`config.mk`:
```
export PLATFORM = sky130hd
export DESIGN_NAME = keypad_set_countdown_timer_unit
export DESIGN_NICKNAME = d
export VERILOG_FILES = /design/src/hw/rtl/kscu_pkg.sv /design/src/hw/rtl/keypad_set_countdown_timer_unit.sv /design/src/hw/rtl/kscu_ctrl.sv /design/src/hw/rtl/kscu_fmt.sv
export SDC_FILE = /design/constraint.sdc
export NUM_CORES = 1
export LEC_CHECK = 0
export ABC_AREA = 1
export BUFFER_PORTS_ARGS = -buffer_cell sky130_fd_sc_hd__buf_2
export CAP_MARGIN = 30
export CORE_MARGIN = 5
export CORE_UTILIZATION = 28
export DETAILED_ROUTE_END_ITERATION = 10
export GPL_TIMING_DRIVEN = 0
export HOLD_SLACK_MARGIN = 0.1
export PLACE_DENSITY = 0.43
export SYNTH_ARGS = -nofsm -noshare
export SYNTH_HDL_FRONTEND = slang
export SYNTH_SLANG_ARGS = --single-unit
```
`constraint.sdc`:
```
create_clock -name clk -period 8.05 [get_ports clk]
set_input_delay 0.805 -clock clk [delete_from_list [all_inputs] [get_ports clk]]
set_output_delay 0.805 -clock clk [all_outputs]
set_load 0.02 [all_outputs]
```
`src/hw/rtl/kscu_pkg.sv`:
```
// ----------------------------------------------------------------------------
// kscu_pkg: shared types and constants for the keypad countdown timer
// Key codes, state and display encodings, transaction payload structs.
// ----------------------------------------------------------------------------
package kscu_pkg;

    localparam int SECS_W = 10;

    localparam logic [3:0] KEY_A = 4'd3;
    localparam logic [3:0] KEY_B = 4'd7;
    localparam logic [3:0] KEY_C = 4'd11;
    localparam logic [3:0] KEY_D = 4'd15;
    localparam logic [3:0] NOT_DIGIT = 4'hF;

    localparam logic [SECS_W-1:0] ELAPSED_MAX = '1;
    localparam logic [3:0]        TENS_MAX    = 4'd5;

    // floor(x/60) == (x*1093) >> 16 for every 10-bit x
    localparam logic [20:0] RECIP_60 = 21'd1093;
    localparam int          RECIP_SH = 16;

    typedef enum logic [1:0] {
        ST_OFF   = 2'd0,
        ST_ENTER = 2'd1,
        ST_RUN   = 2'd2
    } state_t;

    typedef enum logic [2:0] {
        DISP_NONE    = 3'd0,
        DISP_BLANK   = 3'd1,
        DISP_PROMPT  = 3'd2,
        DISP_REMAIN  = 3'd3,
        DISP_ELAPSED = 3'd4
    } disp_t;

    localparam logic [1:0] SLOT_MIN   = 2'd0;
    localparam logic [1:0] SLOT_TENS  = 2'd1;
    localparam logic [1:0] SLOT_UNITS = 2'd2;

    typedef struct packed {
        logic       mode;
        logic [3:0] key_pos;
    } item_t;

    typedef struct packed {
        logic [1:0] timer_state;
        logic       key_accepted;
        logic       done_alert;
        logic       show_up;
        logic [2:0] display_code;
        logic [4:0] display_minutes;
        logic [5:0] display_secs;
    } result_t;

    // control decision handed to the display formatter
    typedef struct packed {
        state_t            state;
        logic              key_accepted;
        logic              done_alert;
        logic              show_up;
        disp_t             code;
        logic [SECS_W-1:0] value;
    } ctrl_out_t;

    function automatic logic [3:0] digit_of(input logic [3:0] pos);
        logic [3:0] d;
        case (pos)
            4'd0:    d = 4'd1;
            4'd1:    d = 4'd2;
            4'd2:    d = 4'd3;
            4'd4:    d = 4'd4;
            4'd5:    d = 4'd5;
            4'd6:    d = 4'd6;
            4'd8:    d = 4'd7;
            4'd9:    d = 4'd8;
            4'd10:   d = 4'd9;
            4'd13:   d = 4'd0;
            default: d = NOT_DIGIT;
        endcase
        return d;
    endfunction

endpackage

```
`src/hw/rtl/keypad_set_countdown_timer_unit.sv`:
```
// ----------------------------------------------------------------------------
// keypad_set_countdown_timer_unit: keypad-set minute:second countdown timer
// Takes key presses and one-second ticks, returns one display result each.
// ----------------------------------------------------------------------------
// Usage:
//   Input channel (item_valid / item_stall / item): one transaction is either
//   a keypad press (mode 0, key_pos row*4+col) or a one-second tick (mode 1).
//   Output channel (result_valid / result_stall / result): exactly one result
//   transaction per input transaction, in order.
//   result_valid rises after input acceptance: the input register, then the
//   state update and minute/second split into the result register.
//   Throughput is one transaction per cycle while result_stall is low.
//   The critical path is the digit add followed by the reciprocal multiply
//   that splits the shown value into minutes and seconds.
//   When result_stall is high and a result waits, the result register holds
//   and the input register keeps at most one more; item_stall then rises.
//   Reset clears the timer to off, count-down display, both counters zero,
//   and empties both registers.
// ----------------------------------------------------------------------------
module keypad_set_countdown_timer_unit (
    input  logic              clk,
    input  logic              rst_n,
    input  logic              item_valid,
    output logic              item_stall,
    input  kscu_pkg::item_t   item,
    output logic              result_valid,
    input  logic              result_stall,
    output kscu_pkg::result_t result
);
    import kscu_pkg::*;

    logic      in_valid_reg, in_valid_next;
    item_t     in_item_reg;
    logic      out_valid_reg, out_valid_next;
    result_t   out_reg;

    logic      out_free;
    logic      fire;
    logic      take;
    ctrl_out_t ctrl;
    result_t   result_next;

    assign out_free   = !out_valid_reg || !result_stall;
    assign fire       = in_valid_reg && out_free;
    assign item_stall = in_valid_reg && !out_free;
    assign take       = item_valid && !item_stall;

    always_comb begin
        in_valid_next = in_valid_reg;
        if (take) begin
            in_valid_next = 1'b1;
        end else if (fire) begin
            in_valid_next = 1'b0;
        end
        out_valid_next = out_valid_reg;
        if (fire) begin
            out_valid_next = 1'b1;
        end else if (!result_stall) begin
            out_valid_next = 1'b0;
        end
    end

    always_ff @(posedge clk or negedge rst_n) begin
        if (!rst_n) begin
            in_valid_reg  <= 1'b0;
            out_valid_reg <= 1'b0;
        end else begin
            in_valid_reg  <= in_valid_next;
            out_valid_reg <= out_valid_next;
        end
    end

    always_ff @(posedge clk) begin
        if (take) begin
            in_item_reg <= item;
        end
        if (fire) begin
            out_reg <= result_next;
        end
    end

    kscu_ctrl u_ctrl (
        .clk   (clk),
        .rst_n (rst_n),
        .fire  (fire),
        .item  (in_item_reg),
        .ctrl  (ctrl)
    );

    kscu_fmt u_fmt (
        .ctrl   (ctrl),
        .result (result_next)
    );

    assign result_valid = out_valid_reg;
    assign result       = out_reg;

    // a stall toward the sender only comes from a full, stalled pipeline
    a_stall_cause: assert property (@(posedge clk) disable iff (!rst_n)
        item_stall |-> (result_valid && result_stall && in_valid_reg))
        else $error("item_stall without output backpressure");

    a_done_off: assert property (@(posedge clk) disable iff (!rst_n)
        (result_valid && result.done_alert) |->
        (result.timer_state == ST_OFF && result.display_code == DISP_BLANK))
        else $error("done alert without off state and blank display");

    a_show_run: assert property (@(posedge clk) disable iff (!rst_n)
        (result_valid && (result.display_code == DISP_REMAIN
                          || result.display_code == DISP_ELAPSED)) |->
        (result.timer_state == ST_RUN))
        else $error("time shown while not running");

    a_secs_range: assert property (@(posedge clk) disable iff (!rst_n)
        result_valid |-> (result.display_secs <= 6'd59))
        else $error("display seconds out of range");

    a_fire_result: assert property (@(posedge clk) disable iff (!rst_n)
        fire |=> result_valid)
        else $error("processed transaction produced no result");

endmodule

```
`src/hw/rtl/kscu_ctrl.sv`:
```
// ----------------------------------------------------------------------------
// kscu_ctrl: timer state and per-transaction update
// Holds run state, digit slot, display direction and both second counters.
// ----------------------------------------------------------------------------
module kscu_ctrl (
    input  logic              clk,
    input  logic              rst_n,
    input  logic              fire,
    input  kscu_pkg::item_t   item,
    output kscu_pkg::ctrl_out_t ctrl
);
    import kscu_pkg::*;

    state_t            state_reg, state_next;
    logic [1:0]        slot_reg, slot_next;
    logic              up_reg, up_next;
    logic [SECS_W-1:0] remain_reg, remain_next;
    logic [SECS_W-1:0] elapsed_reg, elapsed_next;

    logic [3:0]        digit;
    logic [SECS_W-1:0] d_ext;
    logic [SECS_W-1:0] add_val;
    logic              digit_ok;
    logic [SECS_W-1:0] remain_sum;

    always_ff @(posedge clk or negedge rst_n) begin
        if (!rst_n) begin
            state_reg   <= ST_OFF;
            slot_reg    <= '0;
            up_reg      <= 1'b0;
            remain_reg  <= '0;
            elapsed_reg <= '0;
        end else if (fire) begin
            state_reg   <= state_next;
            slot_reg    <= slot_next;
            up_reg      <= up_next;
            remain_reg  <= remain_next;
            elapsed_reg <= elapsed_next;
        end
    end

    always_comb begin
        digit    = digit_of(item.key_pos);
        d_ext    = SECS_W'(digit);
        digit_ok = 1'b0;
        add_val  = '0;
        case (slot_reg)
            SLOT_MIN:
            begin
                digit_ok = 1'b1;
                add_val  = (d_ext << 6) - (d_ext << 2);
            end
            SLOT_TENS:
            begin
                digit_ok = (digit <= TENS_MAX);
                add_val  = (d_ext << 3) + (d_ext << 1);
            end
            SLOT_UNITS:
            begin
                digit_ok = 1'b1;
                add_val  = d_ext;
            end
            default:
            begin
                digit_ok = 1'b0;
                add_val  = '0;
            end
        endcase
        remain_sum = remain_reg + add_val;
    end

    always_comb begin
        state_next   = state_reg;
        slot_next    = slot_reg;
        up_next      = up_reg;
        remain_next  = remain_reg;
        elapsed_next = elapsed_reg;
        ctrl         = '0;
        ctrl.code    = DISP_NONE;

        if (item.mode) begin
            if (state_reg == ST_RUN) begin
                if (remain_reg == '0) begin
                    state_next      = ST_OFF;
                    ctrl.done_alert = 1'b1;
                    ctrl.code       = DISP_BLANK;
                end else begin
                    if (up_reg) begin
                        ctrl.code  = DISP_ELAPSED;
                        ctrl.value = elapsed_reg;
                    end else begin
                        ctrl.code  = DISP_REMAIN;
                        ctrl.value = remain_reg;
                    end
                    remain_next = remain_reg - SECS_W'(1);
                end
                if (elapsed_reg != ELAPSED_MAX) begin
                    elapsed_next = elapsed_reg + SECS_W'(1);
                end
            end
        end else begin
            if (item.key_pos == KEY_D && (state_reg == ST_OFF || state_reg == ST_RUN)) begin
                state_next        = ST_ENTER;
                slot_next         = '0;
                remain_next       = '0;
                elapsed_next      = '0;
                ctrl.key_accepted = 1'b1;
                ctrl.code         = DISP_PROMPT;
            end else if (item.key_pos == KEY_A && state_reg == ST_ENTER) begin
                state_next        = ST_RUN;
                slot_next         = '0;
                ctrl.key_accepted = 1'b1;
            end else if (item.key_pos == KEY_B
                         && (state_reg == ST_ENTER || state_reg == ST_RUN)) begin
                state_next   = ST_OFF;
                slot_next    = '0;
                remain_next  = '0;
                elapsed_next = '0;
                ctrl.code    = DISP_BLANK;
            end else if (item.key_pos == KEY_C && state_reg == ST_RUN) begin
                up_next           = ~up_reg;
                ctrl.key_accepted = 1'b1;
            end else if (digit != NOT_DIGIT && state_reg == ST_ENTER && digit_ok) begin
                remain_next       = remain_sum;
                slot_next         = slot_reg + 2'd1;
                ctrl.key_accepted = 1'b1;
                ctrl.code         = DISP_PROMPT;
                ctrl.value        = remain_sum;
            end
        end

        ctrl.state   = state_next;
        ctrl.show_up = up_next;
    end

endmodule

```
`src/hw/rtl/kscu_fmt.sv`:
```
// ----------------------------------------------------------------------------
// kscu_fmt: display formatter
// Splits the shown seconds value into minutes and seconds, packs the result.
// ----------------------------------------------------------------------------
module kscu_fmt (
    input  kscu_pkg::ctrl_out_t ctrl,
    output kscu_pkg::result_t   result
);
    import kscu_pkg::*;

    logic [20:0] prod;
    logic [4:0]  mins;
    logic [10:0] mins_x60;
    logic [10:0] secs_diff;

    always_comb begin
        prod      = 21'(ctrl.value) * RECIP_60;
        mins      = prod[RECIP_SH +: 5];
        mins_x60  = (11'(mins) << 6) - (11'(mins) << 2);
        secs_diff = 11'(ctrl.value) - mins_x60;

        result.timer_state     = ctrl.state;
        result.key_accepted    = ctrl.key_accepted;
        result.done_alert      = ctrl.done_alert;
        result.show_up         = ctrl.show_up;
        result.display_code    = ctrl.code;
        result.display_minutes = mins;
        result.display_secs    = secs_diff[5:0];
    end

endmodule
```
==> impl_metrics.env <==
export IMPL_status="complete, no violations"
export IMPL_drive_gt1_frac=0.122
export IMPL_grt_setup_unrepaired="false"
export IMPL_ant_nets=0
export IMPL_final_common_cell="inv_1"
export IMPL_diodes=0
export IMPL_cp_arrival_ns=7.23
export IMPL_multi_input_area_sq_mm=0.00315
export IMPL_hold_class="register to register"
export IMPL_finalHoldViolCount=0
export IMPL_clkSlewWorstSetupHoldPaths_ns=0.08
export IMPL_drv_cap=0
export IMPL_utilization=0.317
export IMPL_grt_overflow=0
export IMPL_die_area_sq_mm=0.0211
export IMPL_drv_slew=0
export IMPL_synthArstFlopShare=0.491
export IMPL_die_x_microns=145
export IMPL_synth_area_per_cell_sq_um=7.94
export IMPL_start_util=0.285
export IMPL_via_per_inst=4.69
export IMPL_post_cts_buffers=0
export IMPL_clk_latency_ns=0.30
export IMPL_cellPowerDensity_mw_per_mm2=316
export IMPL_nets=773
export IMPL_grt_pass1_vias=4403
export IMPL_grt_pass1_wl_mm=22.0
export IMPL_largest_reg_flops=19
export IMPL_pre_cts_slack_ns=0.899
export IMPL_portBuffers=29
export IMPL_grt_max_degree=28
export IMPL_finalCritPeriodShare=0.890
export IMPL_cts_tree="done"
export IMPL_dr_pass1_iters=4
export IMPL_ir_drop_mv=0.144
export IMPL_crit_type="register to register"
export IMPL_grtUsageMet1=0.174
export IMPL_setup_viol=0
export IMPL_die_h_microns=145
export IMPL_use_met3=0.0212
export IMPL_ios=30
export IMPL_track_usage=0.125
export IMPL_critPathRequiredTime_ns=8.11
export IMPL_synth_seq_cells=55
export IMPL_met2_usage=0.206
export IMPL_wl_per_cell_microns=14.2
export IMPL_drt_iter0_drc=194
export IMPL_clockBufferDepth=2
export IMPL_synth_flop_cell="dfrtp_1"
export IMPL_vias=4277
export IMPL_ff_latch_area_sq_mm=0.00148
export IMPL_ys_types=51
export IMPL_rows=49
export IMPL_grt_antenna_before_repair=0
export IMPL_crit_fanout=9
export IMPL_postSynthCellCount=645
export IMPL_dp_hpwl_mm=10.7
export IMPL_post_route_min_period_ns=7.17
export IMPL_place_gp_congestion=0.850
export IMPL_finClkSkew_ns=0.00936
export IMPL_top_usage_layer="met2"
export IMPL_cts_sinks=55
export IMPL_cts_made_buffers=5
export IMPL_synth_nets=737
export IMPL_synth_warnings=0
export IMPL_areaGrowthSynthToFinish_pct=11.3
export IMPL_relSlewSlack=0.414
export IMPL_leakage_nw=2.92
export IMPL_tightest_slew_ns=0.870
export IMPL_max_stage_delay_ns=0.54
export IMPL_startpoint_type="register"
export IMPL_cp_slowest_cell="o21ai_0"
export IMPL_ys_seq_area_frac=0.288
export IMPL_cp_common_cell="inv_1"
export IMPL_cts_resized=0
export IMPL_htreeDepth=2
export IMPL_core_sq_mm=0.0180
export IMPL_timing_fmax_ghz=0.140
export IMPL_finalSetupTns_ns=0
export IMPL_setup_ws_ns=0.882
export IMPL_routed_wirelength_mm=12.9
export IMPL_fillers=1909
export IMPL_cp_end_kind="register"
export IMPL_synth_edf_count=24
export IMPL_drc=0
export IMPL_netlist_area_sq_mm=0.00512
export IMPL_hold_buffers=0
export IMPL_final_cell_mix="108 x inv_1, 107 x nand2_1, 71 x ha_1"
export IMPL_cts_root_buffer="clkbuf_16"
[stage by stage]
stage | std cells | hold WS [ns] | instance area, sq um | total power, W
finish | 911 | 0.483 | 5700 | 0.00180
CTS | 911 | 0.490 | 5700 | 0.00183
floorplan | 645 | 0.448 | 5120 | 0.00128
detailed placement | 903 | 0.472 | 5550 | 0.00159
global route | 911 | 0.547 | 5700 | 0.00202
global placement | 903 | 0.470 | 5550 | 0.00158
[cells by family after synthesis]
group,after synthesis,synth area share
AO/OA/AOI/OAI,112,0.129
adder cells (fa/ha/maj),83,0.220
AND/OR/NAND/NOR,251,0.232
buffers and inverters,125,0.0966
flip-flops,55,0.288
XOR/XNOR,19,0.0340
[path summary, 6_finish.rpt]
path	from	end	slack (ns)	cells after the start
worst max-delay path	u_ctrl.digit[0]$_DFF_P_	result[5]$_DFFE_PP_	0.88	36
min in group asynchronous	rst_n	u_ctrl.remain_reg[9]$_DFFE_PN0P_	0.55	1
max in group asynchronous	rst_n	u_ctrl.elapsed_reg[8]$_DFFE_PN0P_	7.06	1
worst min register to register	in_valid_reg$_DFFE_PN0P_	result_valid$_DFFE_PN0P_	0.48	2
worst max register to register	u_ctrl.digit[0]$_DFF_P_	result[5]$_DFFE_PP_	0.88	36
worst min-delay path	in_valid_reg$_DFFE_PN0P_	result_valid$_DFFE_PN0P_	0.48	2
[Yosys cell counts (6+ instances only)]
cell      number  area, sq um
fa_1          12          240
inv_1        108          405
nand3_1       27          135
nand2_1      107          402
dfrtp_1       27          676
xor2_1        14          123
a21oi_1       36          180
inv_2          8         30.0
nand2_2       11         68.8
o21ai_0       36          180
nor2_1        59          221
nand4_1        6         37.5
edfxtp_1      24          721
ha_1          71          888
nor3_1        10         50.1
[final cells by class]
type | instances | share of cell area
multi-input combinational | 465 | 0.552
inverter | 118 | 0.0782
clock inverter | 3 | 0.00417
buffer | 7 | 0.00856
tap | 229 | 0.0503
clock buffer | 5 | 0.0220
sequential | 55 | 0.259
timing repair buffer | 29 | 0.0255
[metal layers]
layer  share of wire  up-vias  wire length [microns]
li1                -     2192                      -
met1            0.50     2011                   6430
met2            0.46       64                   5950
met3           0.030       10                    393
met4           0.011        0                    140
met5               0        -                      0
[where the power goes]
group	internal, W	switching (W)	total [W]
clock	0.000117	0.000109	0.000227
combinational	0.000397	0.000711	0.00111
sequential	0.000383	0.0000829	0.000466
total	0.000898	0.000904	0.00180
[critical path: cells and delay by family, from the launching register on]
| family | cells | cell delay (ns) |
|---|---|---|
| and+or+nand+nor | 9 | 0.84 |
| buffers and inverters | 7 | 0.37 |
| AOI/OAI and AO/OA | 9 | 1.82 |
| adders and majority gates | 9 | 2.96 |
| DFF | 1 | 0.52 |
| xor gates and xnor gates | 2 | 0.40 |
Note: power is estimated with default switching activity, not from simulation.
